### src/sv/ssmd_pkg.sv
`timescale 1ns / 1ps
package ssmd_pkg;

  // fixed field widths of the ports
  localparam int NODE_W     = 7;
  localparam int WEIGHT_IN_W = 16;
  localparam int RESULT_W   = 22;
  localparam int APB_AW     = 3;
  localparam int APB_DW     = 32;

  localparam logic [NODE_W-1:0] NODE_COUNT_RST  = 7'd64;
  localparam logic [NODE_W-1:0] SOURCE_NODE_RST = 7'd1;

  localparam logic OP_EDGE  = 1'b0;
  localparam logic OP_SOLVE = 1'b1;

  typedef enum logic {
    REG_NODE_COUNT  = 1'b0,
    REG_SOURCE_NODE = 1'b1
  } reg_idx_e;

  typedef enum logic [10:0] {
    ST_IDLE  = 11'b000_0000_0001,
    ST_LOAD  = 11'b000_0000_0010,
    ST_SEED  = 11'b000_0000_0100,
    ST_POP   = 11'b000_0000_1000,
    ST_FETCH = 11'b000_0001_0000,
    ST_ROW   = 11'b000_0010_0000,
    ST_RD    = 11'b000_0100_0000,
    ST_RELAX = 11'b000_1000_0000,
    ST_SRD   = 11'b001_0000_0000,
    ST_SCMP  = 11'b010_0000_0000,
    ST_CLR   = 11'b100_0000_0000
  } state_e;

  typedef struct packed {
    logic clear;
    logic push;
    logic pop;
    logic rd;
  } q_ctl_t;

  typedef struct packed {
    logic row_rd;
    logic row_we;
    logic wt_rd;
    logic wt_we;
  } adj_ctl_t;

endpackage

### src/sv/ssmd_queue.sv
`timescale 1ns / 1ps
module ssmd_queue #(
  parameter int MAX_NODES = 64
) (
  input  logic                         clk_i,
  input  logic                         rst_ni,
  input  ssmd_pkg::q_ctl_t             ctl_i,
  input  logic [$clog2(MAX_NODES)-1:0] push_node_i,
  output logic [$clog2(MAX_NODES)-1:0] head_node_o,
  output logic                         empty_o
);
  import ssmd_pkg::*;

  localparam int NW = $clog2(MAX_NODES);
  localparam int CW = $clog2(MAX_NODES + 1);

  logic [NW-1:0]        q_mem [MAX_NODES];
  logic [NW-1:0]        head_q, head_d;
  logic [CW-1:0]        cnt_q, cnt_d;
  logic [MAX_NODES-1:0] flag_q, flag_d;
  logic [NW-1:0]        head_node_q;
  logic [CW:0]          tail_sum;
  logic [NW-1:0]        tail;
  logic                 push_ok;

  always_comb begin
    tail_sum = (CW+1)'(head_q) + (CW+1)'(cnt_q);
    if (tail_sum >= (CW+1)'(MAX_NODES)) begin
      tail = NW'(tail_sum - (CW+1)'(MAX_NODES));
    end else begin
      tail = NW'(tail_sum);
    end
  end

  // a node already waiting is not queued again
  assign push_ok = ctl_i.push && !flag_q[push_node_i] && (cnt_q < CW'(MAX_NODES));

  always_ff @(posedge clk_i) begin
    if (push_ok) begin
      q_mem[tail] <= push_node_i;
    end
    if (ctl_i.rd) begin
      head_node_q <= q_mem[head_q];
    end
  end

  always_comb begin
    head_d = head_q;
    cnt_d  = cnt_q;
    flag_d = flag_q;
    if (ctl_i.clear) begin
      head_d = '0;
      cnt_d  = '0;
      flag_d = '0;
    end else if (push_ok) begin
      cnt_d               = cnt_q + CW'(1);
      flag_d[push_node_i] = 1'b1;
    end else if (ctl_i.pop) begin
      head_d              = (head_q == NW'(MAX_NODES - 1)) ? '0 : head_q + NW'(1);
      cnt_d               = cnt_q - CW'(1);
      flag_d[head_node_q] = 1'b0;
    end
  end

  always_ff @(posedge clk_i or negedge rst_ni) begin
    if (!rst_ni) begin
      head_q <= '0;
      cnt_q  <= '0;
      flag_q <= '0;
    end else begin
      head_q <= head_d;
      cnt_q  <= cnt_d;
      flag_q <= flag_d;
    end
  end

  assign head_node_o = head_node_q;
  assign empty_o     = (cnt_q == '0);

endmodule

### config.mk
export PLATFORM = sky130hd
export DESIGN_NAME = ssmd_queue
export DESIGN_NICKNAME = d
export VERILOG_FILES = /design/src/sv/ssmd_pkg.sv /design/src/sv/ssmd_queue.sv
export SDC_FILE = /design/constraint.sdc
export NUM_CORES = 1
export LEC_CHECK = 0
export ABC_AREA = 1
export CAP_MARGIN = 20
export CORE_MARGIN = 2
export CORE_UTILIZATION = 45
export DETAILED_ROUTE_END_ITERATION = 10
export DONT_BUFFER_PORTS = 1
export MAX_ROUTING_LAYER = met4
export PLACE_DENSITY_LB_ADDON = 0.3
export SYNTH_ARGS = -nofsm -noshare
export SYNTH_HDL_FRONTEND = slang
export SYNTH_SLANG_ARGS = --single-unit
export TNS_END_PERCENT = 100
### constraint.sdc
create_clock -name clk_i -period 3.4 [get_ports clk_i]
set_clock_uncertainty 0.2 [all_clocks]
set_input_delay 0.17 -clock clk_i [delete_from_list [all_inputs] [get_ports clk_i]]
set_output_delay 0.17 -clock clk_i [all_outputs]
set_load 0.1 [all_outputs]
* Yosys cells after proc, flatten, opt, wreduce, memory -nomap -nowiden
Memory sizes are Yosys's and may differ from the RTL's. A register that Yosys moved wholly into a read port is not among the register bits.
Cells that the tools add are included.
** Word-level totals
- Bits in registers :: 77
- RAM bits :: 384
- Bits of input ports :: 12
- Output and inout port bits :: 7
- Memories kept :: 1
** Operators by class
- Multiplexer cells :: 19
- Reductions and logical operators :: 9
- Bitwise operators :: 3
- Equal/unequal tests :: 2
- Order comparisons :: 6
- Add/sub/neg operators :: 5
** Memories
- q_mem :: words 64, bits a word 6, read ports 1, clocked after memory_dff 1, wr ports 1, RTL line ssmd_queue.sv:17 : logic [NW-1:0] q_mem [MAX_NODES];
** Operator list (number)
- $mux W64 :: 3
- $and A64 B64 Y64 :: 1
- $not A64 Y64 :: 1
- $or A64 B64 Y64 :: 1
- $mux W6 :: 5
- $mux W7 :: 3
- $lt A6 B7 Y1 const B :: 2
- $demux W1 S6 :: 2
- $ge A6 B1 Y1 const B :: 2
- $add A6 B7 Y8 :: 1
- $ge A8 B7 Y1 const B :: 1
- $add A7 B1 Y7 const B :: 1
- $logic_not A7 Y1 :: 1
- $lt A7 B7 Y1 const B :: 1
- $sub A7 B1 Y7 const B :: 1
- $add A6 B1 Y6 const B :: 1
- $bmux W1 S6 :: 1
- $eq A6 B6 Y1 const B :: 1
- $sub A6 B1 Y6 const B :: 1
- $mux W1 :: 5
- $logic_and A1 B1 Y1 :: 4
- $reduce_bool A3 Y1 :: 1
- $ne A2 B2 Y1 const B :: 1
- $reduce_and A2 Y1 :: 1
- other kinds (2) :: 2

* Depth between registers and ports, before layout
- Depth in word-level cells :: 9
- Depth in mapped cells :: 25

* Worst setup path before layout
OpenSTA, ideal clock, no wires.
- Path kind :: register to output
- Start :: register cnt_q[0]
- End :: output port empty_o
- Stages on the path, launching flop included :: 3
- Arrival :: 3754 ps
- Slack :: -724 ps
- Path buffers :: 0
- Required time :: 3030 ps
- Cell sequence :: dfrtp_1 > or4_1 > nor4_1
** Between the ends
- Word-level cells in the longest chain between the ends :: 1
** RTL lines
- start, declared :: RTL line ssmd_queue.sv:19 : logic [CW-1:0] cnt_q, cnt_d;
- start signal, assigned :: RTL line ssmd_queue.sv:72 : cnt_q <= cnt_d;
- $logic_not A7 Y1 :: RTL line ssmd_queue.sv:78 : assign empty_o = (cnt_q == '0);
- end, declared :: RTL line ssmd_queue.sv:10 : output logic empty_o
Every way passes these cells.

* Worst setup path after layout
- Start :: input port push_node_i[3]
- End :: memory q_mem[25][0] (netlist bit), enable pin
** Between the ends
- Word-level cells in the longest chain between the ends :: 7
** RTL lines
- start, declared :: RTL line ssmd_queue.sv:8 : input logic [$clog2(MAX_NODES)-1:0] push_node_i,
- $bmux W1 S6 :: RTL line ssmd_queue.sv:36 : assign push_ok = ctl_i.push && !flag_q[push_node_i] && (cnt_q < CW'(MAX_NODES));
- $mux W1 (not written as such) :: RTL line ssmd_queue.sv:36
- $logic_not A1 Y1 :: RTL line ssmd_queue.sv:36
- $logic_and A1 B1 Y1 (2 in a row) :: RTL line ssmd_queue.sv:36
- $mux W1 :: RTL line ssmd_queue.sv:39 : if (push_ok) begin
- $mux W1 (not written as such) :: RTL line ssmd_queue.sv:40 : q_mem[tail] <= push_node_i;
- end, declared :: RTL line ssmd_queue.sv:17
Every way passes these cells. The select of a mux whose other input is x is not followed.

==> results.cfg <==
[yosys]
synthTopCellsByArea = edfxtp_1, dfrtp_1, o21ai_0
synth_top_area_frac = 0.561
async_flop_share = 0.165
synth_cells = 2007
synthFlopType = edfxtp_1
netlist_top_cells_count = edfxtp_1, nand2_1, nor2_1
synth_most_common_cell = edfxtp_1
seq_area_frac_synth = 0.653
syn_nets = 2032
synthesis.area_um2 = 20900
synth_area_per_cell_um2 = 10.4
yosys.area.top_type = edfxtp_1
synth_warnings = 0
synth.distinct_cells = 40
ys_seq_elements = 467
synth_edf_count = 390

[floorplanning]
die_y_um = 219
fp.dieW_um = 219
std_cell_rows = 78
dieArea_um2 = 48200
start_util = 0.458
io_pins = 19
core_um2 = 45600

[route]
drt_wl_total_um = 55700
wl_per_cell_um = 20.6
ant_nets = 0
viasPerCell = 5.81
drc = 0
drt_first_pass_iters = 5
initialDrtViolationCount = 1957
route.vias.total = 15674

[setup_path]
worstReg2RegStart = head_q[0]
crit_required_ps = 3420
critPathKind = in -> reg
cp-endpoint = q_mem[25][0]
worst_r2r_endpoint = q_mem[51][4]
r2r_cells = 8
end_kind = flip-flop
crit_start = push_node_i[3]
arrival_ps = 3270
path_max_fanout = 69
start_kind = input port
rrSetupSlack_ps = 240

[grt]
grt_pass1_wl_um = 85700
grt_pass1_vias = 14966
grt_overflow = 0
grt_max_degree = 197
antenna_found_initial = 2
track_usage = 0.240

[cells_and_area]
n_fill_cell = 3923
fin_nets = 2082
fin_area_um2 = 23900
drive_gt1_frac = 0.100
syn_to_final_growth_pct = 14.4
finalNonFillerCells = 2699

[min_path]
hold_class = in -> reg

[sta]
fmax_mhz = 308
setup_viol = 0
post-route-period-util = 0.955
fin_crit_ps = 3250
worst_pin_slew_ps = 959
setup_ws_ps = 152
hold_viol = 0
slew_violations = 0
slew_headroom = 0.360

[clock_tree]
cts_buffers = 49
cts_sinks = 467
clock_latency_ps = 600
htree_levels = 2
cts_buffer_depth = 3
root_buffer = clkbuf_16
path_clk_slew_ps = 60
cts_tree = yes
cts_resized = 0

[placement]
dpl_cell_area_um2 = 21900
post-place-cells = 2578
numPortBuffers = 0
place_ws_ps = 155
dpl.hpwl_um = 31600
globalplace.congestion = 0.878

[run]
drv_cap = 0

[power]
max-vdd-ir-drop_v = 0.000500
powerDensity_nw_per_um2 = 605
leakage_nw = 8.66
p_total_w = 0.0145

[outcome]
outcome = finished, final reports clean
routing by layer:
metal / GRT usage / wire (um) / vias up
li1: - / - / 7239
met1: 0.322 / 23800 / 7684
met2: 0.375 / 26200 / 662
met3: 0.0421 / 4440 / 89
met4: 0.0770 / 1300 / 0
met5: - / 0 / -
layout by cell type, fill, tap and decap left out, types with 33 or more instances in the layout:
cell type / instances
a21oi_1: 132
buf_4: 84
clkbuf_16: 49
dfrtp_1: 74
edfxtp_1: 390
inv_1: 59
nand2_1: 330
nand3_1: 43
nor2_1: 330
o21ai_0: 289
o21ai_1: 33
o22ai_1: 96
how the worst min path moves through the flow:
stage | startpoint | endpoint | slack, ps | depth (start not counted)
4_1_cts | push_node_i[2] | flag_q[35] | 10 | 7
3_5_place_dp | rst_ni | cnt_q[3] | -320 | 0
3_3_place_gp | rst_ni | cnt_q[3] | -320 | 0
2_1_floorplan | rst_ni | cnt_q[0] | -330 | 0
5_1_grt | push_node_i[2] | flag_q[59] | 80 | 7
6_report | push_node_i[4] | flag_q[25] | 40 | 7
state kept, by name (all words and copies together) (netlist names):
signal and count:
cnt_q 7, flag_q 64, head_node_o 6, head_q 6, q_mem 384
cell type report:
cell class              count  area [um^2]  area share
well taps                 600          751      0.0314
inverters                  65          246      0.0103
clock inverters            30          307      0.0128
flip-flops and latches    467        13600       0.571
multi-input cells        1360         6510       0.272
diodes                      4         10.0    0.000419
repair buffers            114         1140      0.0478
clock buffers              59         1280      0.0537
power breakdown:
part           total [W]  internal, W  switching [W]
clock            0.00534      0.00308        0.00225
sequential       0.00647      0.00638      0.0000885
combinational    0.00266     0.000738        0.00192
total             0.0145       0.0102        0.00426
worst max-delay path, stage by stage:
cell,delay (ps)
dlygate4sd3_1,600
buf_16,250
inv_2,160
nor3_2,60
buf_4,190
o21ai_1,120
nand3_1,140
nor2_2,190
nand3_4,240
nor2_4,220
nand2_2,270
nor2_1,580
cells by family (layout without fill, tap and decap cells):
| logic type | Yosys count | count (layout) | synth area share |
|---|---|---|---|
| xor gates and xnor gates | 10 | 10 | 0.00419 |
| other | 0 | 4 | 0 |
| AOI/OAI and AO/OA | 598 | 598 | 0.156 |
| adders and majority gates | 13 | 13 | 0.00851 |
| and+or+nand+nor | 739 | 739 | 0.142 |
| buffers and inverters | 180 | 268 | 0.0364 |
| DFF | 467 | 467 | 0.653 |
stage by stage:
step                      hold WS [ps]  TNS (ps)  utilization
final                             43.2         0        0.524
after global placement            -319         0        0.480
after global routing              82.6     -10.3        0.524
after detailed placement          -319         0        0.480
after floorplan                   -326         0            -
after CTS                         11.3         0        0.523
what timing repair did:
action / 4_1_cts / 5_1_grt
endpoints found under the hold margin: 544 / 0
buffers inserted: 0 / 5
setup endpoints to repair: 0 / 9
hold buffers: 23 / 0
No activity file was read; power rests on OpenSTA's default activity.
