File: src/sv/ssmd_pkg.sv
`timescale 1ns / 1ps
package ssmd_pkg;

  // fixed field widths of the ports
  localparam int NODE_W     = 7;
  localparam int WEIGHT_IN_W = 16;
  localparam int RESULT_W   = 22;
  localparam int APB_AW     = 3;
  localparam int APB_DW     = 32;

  localparam logic [NODE_W-1:0] NODE_COUNT_RST  = 7'd64;
  localparam logic [NODE_W-1:0] SOURCE_NODE_RST = 7'd1;

  localparam logic OP_EDGE  = 1'b0;
  localparam logic OP_SOLVE = 1'b1;

  typedef enum logic {
    REG_NODE_COUNT  = 1'b0,
    REG_SOURCE_NODE = 1'b1
  } reg_idx_e;

  typedef enum logic [10:0] {
    ST_IDLE  = 11'b000_0000_0001,
    ST_LOAD  = 11'b000_0000_0010,
    ST_SEED  = 11'b000_0000_0100,
    ST_POP   = 11'b000_0000_1000,
    ST_FETCH = 11'b000_0001_0000,
    ST_ROW   = 11'b000_0010_0000,
    ST_RD    = 11'b000_0100_0000,
    ST_RELAX = 11'b000_1000_0000,
    ST_SRD   = 11'b001_0000_0000,
    ST_SCMP  = 11'b010_0000_0000,
    ST_CLR   = 11'b100_0000_0000
  } state_e;

  typedef struct packed {
    logic clear;
    logic push;
    logic pop;
    logic rd;
  } q_ctl_t;

  typedef struct packed {
    logic row_rd;
    logic row_we;
    logic wt_rd;
    logic wt_we;
  } adj_ctl_t;

endpackage

File: src/sv/ssmd_ctrl.sv
`timescale 1ns / 1ps
module ssmd_ctrl #(
  parameter int MAX_NODES   = 64,
  parameter int WEIGHT_BITS = 16,
  parameter int DIST_BITS   = 22
) (
  input  logic                                   clk_i,
  input  logic                                   rst_ni,
  input  logic                                   start_i,
  input  logic                                   op_i,
  input  logic [ssmd_pkg::NODE_W-1:0]            from_node_i,
  input  logic [ssmd_pkg::NODE_W-1:0]            to_node_i,
  input  logic [ssmd_pkg::WEIGHT_IN_W-1:0]       edge_weight_i,
  input  logic [ssmd_pkg::NODE_W-1:0]            node_count_i,
  input  logic [ssmd_pkg::NODE_W-1:0]            source_node_i,
  output logic                                   busy_o,
  output logic                                   done_o,
  output logic [ssmd_pkg::RESULT_W-1:0]          max_delay_o,
  output logic                                   unreachable_o,
  output ssmd_pkg::adj_ctl_t                     adj_ctl_o,
  output logic [$clog2(MAX_NODES)-1:0]           adj_row_addr_o,
  output logic [MAX_NODES-1:0]                   adj_row_wdata_o,
  input  logic [MAX_NODES-1:0]                   adj_row_rdata_i,
  output logic [2*$clog2(MAX_NODES)-1:0]         adj_wt_addr_o,
  output logic [WEIGHT_BITS-1:0]                 adj_wt_wdata_o,
  input  logic [WEIGHT_BITS-1:0]                 adj_wt_rdata_i,
  output ssmd_pkg::q_ctl_t                       q_ctl_o,
  output logic [$clog2(MAX_NODES)-1:0]           q_push_node_o,
  input  logic [$clog2(MAX_NODES)-1:0]           q_head_node_i,
  input  logic                                   q_empty_i
);
  import ssmd_pkg::*;

  localparam int NW = $clog2(MAX_NODES);
  localparam int CW = $clog2(MAX_NODES + 1);
  localparam int SW = ((DIST_BITS > WEIGHT_BITS) ? DIST_BITS : WEIGHT_BITS) + 1;
  localparam logic [DIST_BITS-1:0] DIST_INF = '1;
  localparam logic [DIST_BITS-1:0] DIST_TOP = {{(DIST_BITS-1){1'b1}}, 1'b0};
  localparam logic [MAX_NODES-1:0] ROW_ONE  = {{(MAX_NODES-1){1'b0}}, 1'b1};

  state_e               state_q, state_d;
  logic [NW-1:0]        a_q, a_d, b_q, b_d, u_q, u_d;
  logic [WEIGHT_BITS-1:0] w_q, w_d;
  logic [DIST_BITS-1:0] du_q, du_d, best_q, best_d;
  logic                 unreach_q, unreach_d;
  logic [CW-1:0]        i_q, i_d;
  logic                 done_q, done_d;
  logic [RESULT_W-1:0]  max_q, max_d;
  logic                 unr_q, unr_d;

  // distance store: memory plus one valid bit per node (invalid reads as infinity)
  logic [DIST_BITS-1:0] dist_mem [MAX_NODES];
  logic [MAX_NODES-1:0] dist_vld_q;
  logic [DIST_BITS-1:0] dist_rd_q;
  logic                 dist_rd_vld_q;
  logic                 dist_clr, dist_we;
  logic [NW-1:0]        dist_raddr, dist_waddr;
  logic [DIST_BITS-1:0] dist_wdata, dist_val;

  logic [CW-1:0]        n_act;
  logic                 from_ok, to_ok, src_ok;
  logic [NW-1:0]        from_idx, to_idx, src_idx, i_idx;
  logic [SW-1:0]        sum;
  logic [DIST_BITS-1:0] cand;

  always_comb begin
    if (32'(node_count_i) > 32'(MAX_NODES)) begin
      n_act = CW'(MAX_NODES);
    end else begin
      n_act = CW'(node_count_i);
    end
  end

  assign from_ok  = (from_node_i != '0) && (32'(from_node_i) <= 32'(n_act));
  assign to_ok    = (to_node_i != '0) && (32'(to_node_i) <= 32'(n_act));
  assign src_ok   = (source_node_i != '0) && (32'(source_node_i) <= 32'(n_act));
  assign from_idx = NW'(from_node_i - NODE_W'(1));
  assign to_idx   = NW'(to_node_i - NODE_W'(1));
  assign src_idx  = NW'(source_node_i - NODE_W'(1));
  assign i_idx    = i_q[NW-1:0];

  assign dist_val = dist_rd_vld_q ? dist_rd_q : DIST_INF;

  // shared relax unit: saturating add, compare in the FSM
  assign sum  = SW'(du_q) + SW'(adj_wt_rdata_i);
  assign cand = (sum > SW'(DIST_TOP)) ? DIST_TOP : DIST_BITS'(sum);

  always_comb begin
    state_d   = state_q;
    a_d       = a_q;
    b_d       = b_q;
    w_d       = w_q;
    u_d       = u_q;
    du_d      = du_q;
    best_d    = best_q;
    unreach_d = unreach_q;
    i_d       = i_q;
    done_d    = 1'b0;
    max_d     = max_q;
    unr_d     = unr_q;

    adj_ctl_o       = '0;
    adj_row_addr_o  = a_q;
    adj_row_wdata_o = adj_row_rdata_i | (ROW_ONE << b_q);
    adj_wt_addr_o   = {a_q, b_q};
    adj_wt_wdata_o  = w_q;

    q_ctl_o       = '0;
    q_push_node_o = i_idx;

    dist_clr   = 1'b0;
    dist_we    = 1'b0;
    dist_raddr = i_idx;
    dist_waddr = i_idx;
    dist_wdata = cand;

    case (state_q)
      ST_IDLE: begin
        if (start_i) begin
          if (op_i == OP_SOLVE) begin
            dist_clr      = 1'b1;
            q_ctl_o.clear = 1'b1;
            state_d       = ST_SEED;
          end else if (from_ok && to_ok) begin
            // read the row now, merge the new bit next cycle
            adj_ctl_o.row_rd = 1'b1;
            adj_row_addr_o   = from_idx;
            a_d              = from_idx;
            b_d              = to_idx;
            w_d              = WEIGHT_BITS'(edge_weight_i);
            state_d          = ST_LOAD;
          end
        end
      end
      ST_LOAD: begin
        adj_ctl_o.row_we = 1'b1;
        adj_ctl_o.wt_we  = 1'b1;
        state_d          = ST_IDLE;
      end
      ST_SEED: begin
        if (src_ok) begin
          dist_we       = 1'b1;
          dist_waddr    = src_idx;
          dist_wdata    = '0;
          q_ctl_o.push  = 1'b1;
          q_push_node_o = src_idx;
        end
        state_d = ST_POP;
      end
      ST_POP: begin
        if (q_empty_i) begin
          i_d       = '0;
          best_d    = '0;
          unreach_d = 1'b0;
          state_d   = ST_SRD;
        end else begin
          q_ctl_o.rd = 1'b1;
          state_d    = ST_FETCH;
        end
      end
      ST_FETCH: begin
        q_ctl_o.pop      = 1'b1;
        u_d              = q_head_node_i;
        adj_ctl_o.row_rd = 1'b1;
        adj_row_addr_o   = q_head_node_i;
        dist_raddr       = q_head_node_i;
        state_d          = ST_ROW;
      end
      ST_ROW: begin
        du_d    = dist_val;
        i_d     = '0;
        state_d = ST_RD;
      end
      ST_RD: begin
        if (i_q == n_act) begin
          state_d = ST_POP;
        end else if (!adj_row_rdata_i[i_idx]) begin
          i_d = i_q + CW'(1);
        end else begin
          adj_ctl_o.wt_rd = 1'b1;
          adj_wt_addr_o   = {u_q, i_idx};
          state_d         = ST_RELAX;
        end
      end
      ST_RELAX: begin
        if (cand < dist_val) begin
          dist_we      = 1'b1;
          q_ctl_o.push = 1'b1;
        end
        i_d     = i_q + CW'(1);
        state_d = ST_RD;
      end
      ST_SRD: begin
        if (i_q == n_act) begin
          done_d  = 1'b1;
          max_d   = unreach_q ? '0 : RESULT_W'(best_q);
          unr_d   = unreach_q;
          i_d     = '0;
          state_d = ST_CLR;
        end else begin
          state_d = ST_SCMP;
        end
      end
      ST_SCMP: begin
        if (dist_val == DIST_INF) begin
          unreach_d = 1'b1;
        end else if (dist_val > best_q) begin
          best_d = dist_val;
        end
        i_d     = i_q + CW'(1);
        state_d = ST_SRD;
      end
      ST_CLR: begin
        adj_ctl_o.row_we = 1'b1;
        adj_row_addr_o   = i_idx;
        adj_row_wdata_o  = '0;
        if (i_q == CW'(MAX_NODES - 1)) begin
          state_d = ST_IDLE;
        end else begin
          i_d = i_q + CW'(1);
        end
      end
      default: begin
        state_d = ST_IDLE;
      end
    endcase
  end

  always_ff @(posedge clk_i) begin
    if (dist_we) begin
      dist_mem[dist_waddr] <= dist_wdata;
    end
    dist_rd_q <= dist_mem[dist_raddr];
  end

  always_ff @(posedge clk_i or negedge rst_ni) begin
    if (!rst_ni) begin
      dist_vld_q    <= '0;
      dist_rd_vld_q <= 1'b0;
    end else begin
      if (dist_clr) begin
        dist_vld_q <= '0;
      end else if (dist_we) begin
        dist_vld_q[dist_waddr] <= 1'b1;
      end
      dist_rd_vld_q <= dist_vld_q[dist_raddr];
    end
  end

  // after reset the adjacency rows are swept clear first
  always_ff @(posedge clk_i or negedge rst_ni) begin
    if (!rst_ni) begin
      state_q <= ST_CLR;
      i_q     <= '0;
      done_q  <= 1'b0;
    end else begin
      state_q <= state_d;
      i_q     <= i_d;
      done_q  <= done_d;
    end
  end

  always_ff @(posedge clk_i) begin
    a_q       <= a_d;
    b_q       <= b_d;
    w_q       <= w_d;
    u_q       <= u_d;
    du_q      <= du_d;
    best_q    <= best_d;
    unreach_q <= unreach_d;
    max_q     <= max_d;
    unr_q     <= unr_d;
  end

  assign busy_o        = (state_q != ST_IDLE);
  assign done_o        = done_q;
  assign max_delay_o   = max_q;
  assign unreachable_o = unr_q;

endmodule

File: config.mk
export PLATFORM = sky130hd
export DESIGN_NAME = ssmd_ctrl
export DESIGN_NICKNAME = d
export VERILOG_FILES = /design/src/sv/ssmd_pkg.sv /design/src/sv/ssmd_ctrl.sv
export SDC_FILE = /design/constraint.sdc
export NUM_CORES = 2
export LEC_CHECK = 0
export ABC_AREA = 1
export BUFFER_PORTS_ARGS = -buffer_cell sky130_fd_sc_hd__buf_4
export CAP_MARGIN = 20
export CELL_PAD_IN_SITES_DETAIL_PLACEMENT = 1
export CELL_PAD_IN_SITES_GLOBAL_PLACEMENT = 1
export CORE_MARGIN = 2
export CORE_UTILIZATION = 54
export DETAILED_ROUTE_END_ITERATION = 7
export GPL_ROUTABILITY_DRIVEN = 0
export PLACE_DENSITY_LB_ADDON = 0.1
export RECOVER_POWER = 100
export SETUP_SLACK_MARGIN = 0.02
export SLEW_MARGIN = 0
export SYNTH_ARGS = -nofsm -noshare
export SYNTH_HDL_FRONTEND = slang
export SYNTH_SLANG_ARGS = --single-unit
File: constraint.sdc
create_clock -name clk_i -period 12.31 [get_ports clk_i]
set_clock_uncertainty 0.2 [all_clocks]
set_input_delay 1.231 -clock clk_i [delete_from_list [all_inputs] [get_ports clk_i]]
set_output_delay 1.231 -clock clk_i [all_outputs]
set_load 0.01 [all_outputs]
Word-level counts from Yosys, hierarchy flattened
Memory sizes are Yosys's and may differ from the RTL's. A register that Yosys moved wholly into a read port is not among the register bits.
Cells that the tools add are included.
{ "op_classes": {"bitwise_logic": 3, "n_reduce_logical": 20, "shifts": 1, "eq_ne": 27, "mux": 68, "n_lt_le_gt_ge": 11, "addsub": 5} }
{ "ops": {"columns": ["operator", "n"], "rows": [
  ["$mux W64", 3],
  ["$mux W22", 7],
  ["$or A64 B64 Y64", 2],
  ["$pmux W11 S9", 1],
  ["$mux W11", 7],
  ["$shl A1 B6 Y64 const A", 1],
  ["$pmux W22 S2", 1],
  ["$mux W7", 6],
  ["$pmux W7 S6", 1],
  ["$mux W12", 3],
  ["$mux W6", 6],
  ["$mux W1", 25],
  ["$add A22 B16 Y23", 1],
  ["$gt A23 B22 Y1 const B", 1],
  ["$eq A22 B22 Y1 const B", 1],
  ["$gt A22 B22 Y1", 1],
  ["$lt A22 B22 Y1", 1],
  ["$le A7 B7 Y1", 3],
  ["$lt A6 B7 Y1 const B", 3],
  ["$reduce_bool A7 Y1", 3],
  ["$ne A2 B2 Y1 const B", 10],
  ["$pmux W6 S3", 1],
  ["$sub A6 B1 Y6 const B", 3],
  ["$bmux W1 S6", 2],
  ["30 further kinds", 42]
]} }
{ "totals": {"mem_bits_rw": 1408, "in_bits": 135, "memories": 1, "regBits": 186, "output_inout_bits": 137, "word_cells": 150} }
{ "memory_table": {"columns": ["memory", "words", "width", "rd", "rd_ports_with_merged_regs", "wr", "line", "text"], "rows": [
  ["dist_mem", 64, 22, 1, 1, 1, "ssmd_ctrl.sv:52", "logic [DIST_BITS-1:0] dist_mem [MAX_NODES];"]
]} }

Depth between registers and ports, before layout
{ "depth": {"depth_word": 13, "ltp_mapped": 33, "ltp_nobuf": 31} }

Worst setup path before layout
No wires, ideal clock.
{ "synth_path": {"path_kind": "in2out", "from": "in adj_wt_rdata_i[0]", "to": "out q_ctl_o[2] (netlist bit)", "n_path_buf": 4, "slack_ns": 6.045, "arrival_time_ns": 4.834, "path_stages": 29, "required_time_ns": 10.879, "path_cell_list": "ha_1 fa_1 nand3_1 nand3_1 nand2_1 nand2_1 nand2_1 nand2_1 nand3b_1 nand2_1 nand2_1 nor2_1 nand3_1 o21a_1 clkbuf_1 nand2_1 ha_1 nand2_1 inv_1 nand3_1 nor4_1 inv_1 nor2_1 a211oi_1 a21oi_1 buf_4 buf_6 inv_1 buf_4"} }
{ "synth_via": {"elab_chain_cells": 6} }
{ "synth_rtl": {"columns": ["element", "line", "text"], "rows": [
  ["from (decl)", "ssmd_ctrl.sv:26", "input logic [WEIGHT_BITS-1:0] adj_wt_rdata_i,"],
  ["$add A22 B16 Y23 *", "ssmd_ctrl.sv:85", "assign sum = SW'(du_q) + SW'(adj_wt_rdata_i);"],
  ["$gt A23 B22 Y1", "ssmd_ctrl.sv:86", "assign cand = (sum > SW'(DIST_TOP)) ? DIST_TOP : DIST_BITS'(sum);"],
  ["$mux W22 *", "ssmd_ctrl.sv:86", null],
  ["$lt A22 B22 Y1 *", "ssmd_ctrl.sv:186", "if (cand < dist_val) begin"],
  ["$mux W1 *", null, null],
  ["$pmux W1 S2 *", null, null],
  ["to (decl)", "ssmd_ctrl.sv:27", "output ssmd_pkg::q_ctl_t q_ctl_o,"]
]} }
Mark *: on every way between the ends. The rest lies on a longest branch, timed or not.

Worst setup path in the final report
{ "layout_path": {"from": "in adj_wt_rdata_i[0]", "to": "mem dist_mem[12][5], enable pin"} }
{ "layout_via": {"elab_chain_cells": 8} }
{ "layout_rtl": {"columns": ["element", "line", "text"], "rows": [
  ["$add A22 B16 Y23 *", "ssmd_ctrl.sv:85", null],
  ["$gt A23 B22 Y1", "ssmd_ctrl.sv:86", null],
  ["$mux W22 *", "ssmd_ctrl.sv:86", null],
  ["$lt A22 B22 Y1 *", "ssmd_ctrl.sv:186", null],
  ["$mux W1 *", "ssmd_ctrl.sv:186", null],
  ["$pmux W1 S2 *", "ssmd_ctrl.sv:117", "case (state_q)"],
  ["$mux W1 *", "ssmd_ctrl.sv:230", "if (dist_we) begin"],
  ["$mux W1 (not written as such) *", "ssmd_ctrl.sv:231", "dist_mem[dist_waddr] <= dist_wdata;"],
  ["to (decl)", "ssmd_ctrl.sv:52", null]
]} }
Marks and branches as above.

==> qor.yml <==
synth_top_area_cell: "edfxtp_1"
fin_nets: 6379
power_leakage_nw: 26.70
cpPeakStageDelay_ns: 3.34
finalWorstSetupSlack_ns: 2.662
cts_tree: "built"
antenna_found_initial: 8
die-width_um: 364.0
synthesis.nets: 6209
worst_pin_slew_ns: 4.731
rsz0062_at_grt: "no"
grt_max_degree: 228
finalMaxSlewViolations: 1938
port_buffers: 271
die_h_um: 364.0
crit_path_end_kind: "flop"
setup_tns_ns: 0
ys.flop_type: "edfxtp_1"
vias: 51580
ys_seq_elements: 1616
cp.required_ns: 12.64
clkPwrFrac: 0.305
htreeDepth: 4
share_comb_of_total_power: 0.311
yosysSeqAreaShare: 0.6841
drt_iter0_drc: 5830
holdBufCountCts: 0
grt_first_pass_wirelength_um: 345500
syn_to_final_growth_pct: 11.77
core_um2: 129200
cts_buffers: 166
finalCritPeriodShare: 0.7838
synth-edff-count: 1510
gr-total-overflow: 0
synth_cell_type_count: 58
wl_per_cell_um: 29.25
cts.clk_slew.worst_paths_ns: 0.06
syn_area_um2: 70000
violations: "capacitance limit, slew limit"
post_cts_buffers: 0
rows: 132
p_sw_frac: 0.3752
min_path_type: "flop to flop"
routed_wl_um: 235000
yosysWarningCount: 0
grt_usage: 0.3523
remaining_drc_errors: 0
cap_viol_max_count: 38
numClockSinks: 1616
vias_per_cell: 6.418
critPathMaxFanout: 57
status: "finished, violations left"
cpMaxStageDelayCell: "clkbuf_1"
drive_gt1_frac: 0.09234
post_cts_resized: 0
avgSynthCellArea_um2: 11.69
powerDensity_nw_per_um2: 212.1
ios: 272
fmax_ghz: 0.1036
dr.pass1.iters: 6
switchingPower_w: 0.006226
arrival_ns: 9.98
seq_power_share: 0.384
postRouteAntennaNets: 0
period_needed_ns: 9.648
synth_top_area_share: 0.6478
hold_viol_final: 0
cp-start-kind: "input port"
critPathMostFrequentCell: "nand2_1"
max_slew_margin: -2.154
grt_pass1_vias: 53540
place_ws_ns: 4.651
root_buffer: "clkbuf_16"
synthCells: 5986
async_reset_ff_frac: 0.05198
setup_viol: 0
hpwlAfterDp_um: 135500
insertion_delay_ns: 0.82
path_class: "input port to flop"
clockBufferDepth: 3
die_area_um2: 132500
peakVddDrop_v: 0.0002077
synth.area.top_cells: "edfxtp_1, o21ai_0, nor2_1"
start_util: 0.5420
intPower_w: 0.01037
reg2reg_setup_slack_ns: 2.75
-- state kept, by name, summed over array words and instances (netlist names) --
name / flops
i_q: 7
done_o: 1
state_q: 11
du_q: 22
dist_vld_q: 64
adj_wt_wdata_o: 16
a_q: 6
dist_rd_vld_q: 1
dist_mem: 1408
max_delay_o: 22
dist_rd_q: 22
best_q: 22
b_q: 6
unreachable_o: 1
unreach_q: 1
u_q: 6
-- Yosys cell counts, types with 11 or more instances --
cell and instances:
buf_6 37, nor2_2 15, nand2_1 491, dfxtp_1 22
o221ai_1 186, nor2_1 1004, inv_1 303, a21oi_1 198
xor2_1 11, o21ai_0 770, nand3_1 226, inv_2 18
o21ai_1 65, buf_1 11, o211ai_1 176, ha_1 87
buf_4 15, buf_2 116, o22ai_1 182, nor3_1 27
dfrtp_1 83, edfxtp_1 1510, nand4_1 105, clkbuf_1 231
-- per-layer routing --
metal	vias to the layer above	wire length, um	GRT usage
met2	2532	112000	0.5737
met1	26190	90780	0.4603
met4	0	12610	0.1783
met5	-	0	0
li1	22330	-	-
met3	521	19610	0.05746
-- cell type report --
cell class | count | area [um^2]
timing repair buffer | 412 | 2516
fill | 13210 | 50920
inverter | 328 | 1266
antenna | 2 | 5.005
multi-input combinational | 3632 | 18990
clock inverter | 90 | 982.2
tap | 1742 | 2180
sequential | 1616 | 47890
clock buffer | 214 | 4415
-- metrics by stage --
stage	cells	area [um^2]	utilization	total power [W]	hold slack, ns
6_report	8036	78240	0.6058	0.01659	0.3270
5_1_grt	8036	78240	0.6058	0.01722	0.3615
4_1_cts	8031	78990	0.6116	0.01657	0.09035
3_5_place_dp	7727	73590	0.5698	0.01151	0.3152
3_3_place_gp	7727	73590	0.5698	0.01130	0.3120
2_1_floorplan	5986	70000	-	0.009585	0.2912
-- power groups by stage --
stage | sequential [W] | combinational [W] | clock, W
4_1_cts | 0.00633 | 0.00513 | 0.00511
6_report | 0.00637 | 0.00516 | 0.00506
5_1_grt | 0.00638 | 0.00555 | 0.00530
3_3_place_gp | 0.00644 | 0.00486 | 0
2_1_floorplan | 0.00641 | 0.00317 | 0
3_5_place_dp | 0.00645 | 0.00506 | 0
-- cell families (layout without fill, tap and decap cells) --
group / count (synthesis) / count (layout) / share of synthesized area
compound gates: 1629 / 1629 / 0.1383
xor+xnor: 20 / 20 / 0.002502
fa+ha+maj: 88 / 88 / 0.01584
buf+inv: 738 / 1044 / 0.04649
flops: 1616 / 1616 / 0.6841
mux: 3 / 3 / 0.0004826
other cells: 0 / 2 / 0
simple gates: 1892 / 1892 / 0.1122
-- final timing paths --
check	endpoint	depth (start not counted)	startpoint
max	dist_mem[12][5]	30	adj_wt_rdata_i[0]
min	dist_vld_q[24]	2	dist_vld_q[24]
max reg2reg	dist_mem[12][5]	29	du_q[0]
min reg2reg	dist_vld_q[24]	2	dist_vld_q[24]
max in group asynchronous	dist_vld_q[23]	2	rst_ni
min in group asynchronous	done_o	1	rst_ni
-- layout by cell type (no fill, tap or decap), drive strengths merged, types with 186 or more instances in the layout --
cell type  synthesis  final
a21oi            200    200
buf              179    218
clkbuf           231    408
edfxtp          1510   1510
inv              323    311
nand2            493    493
nand3            228    228
nor2            1021   1021
o21ai            840    840
o221ai           186    186
-- critical path: cells and delay by family --
family          cells  cell delay, ns
simple gates       17            2.10
compound gates      3            1.29
buf+inv             7            4.30
fa+ha+maj           3            0.98
(Power assumes the default switching activity.)
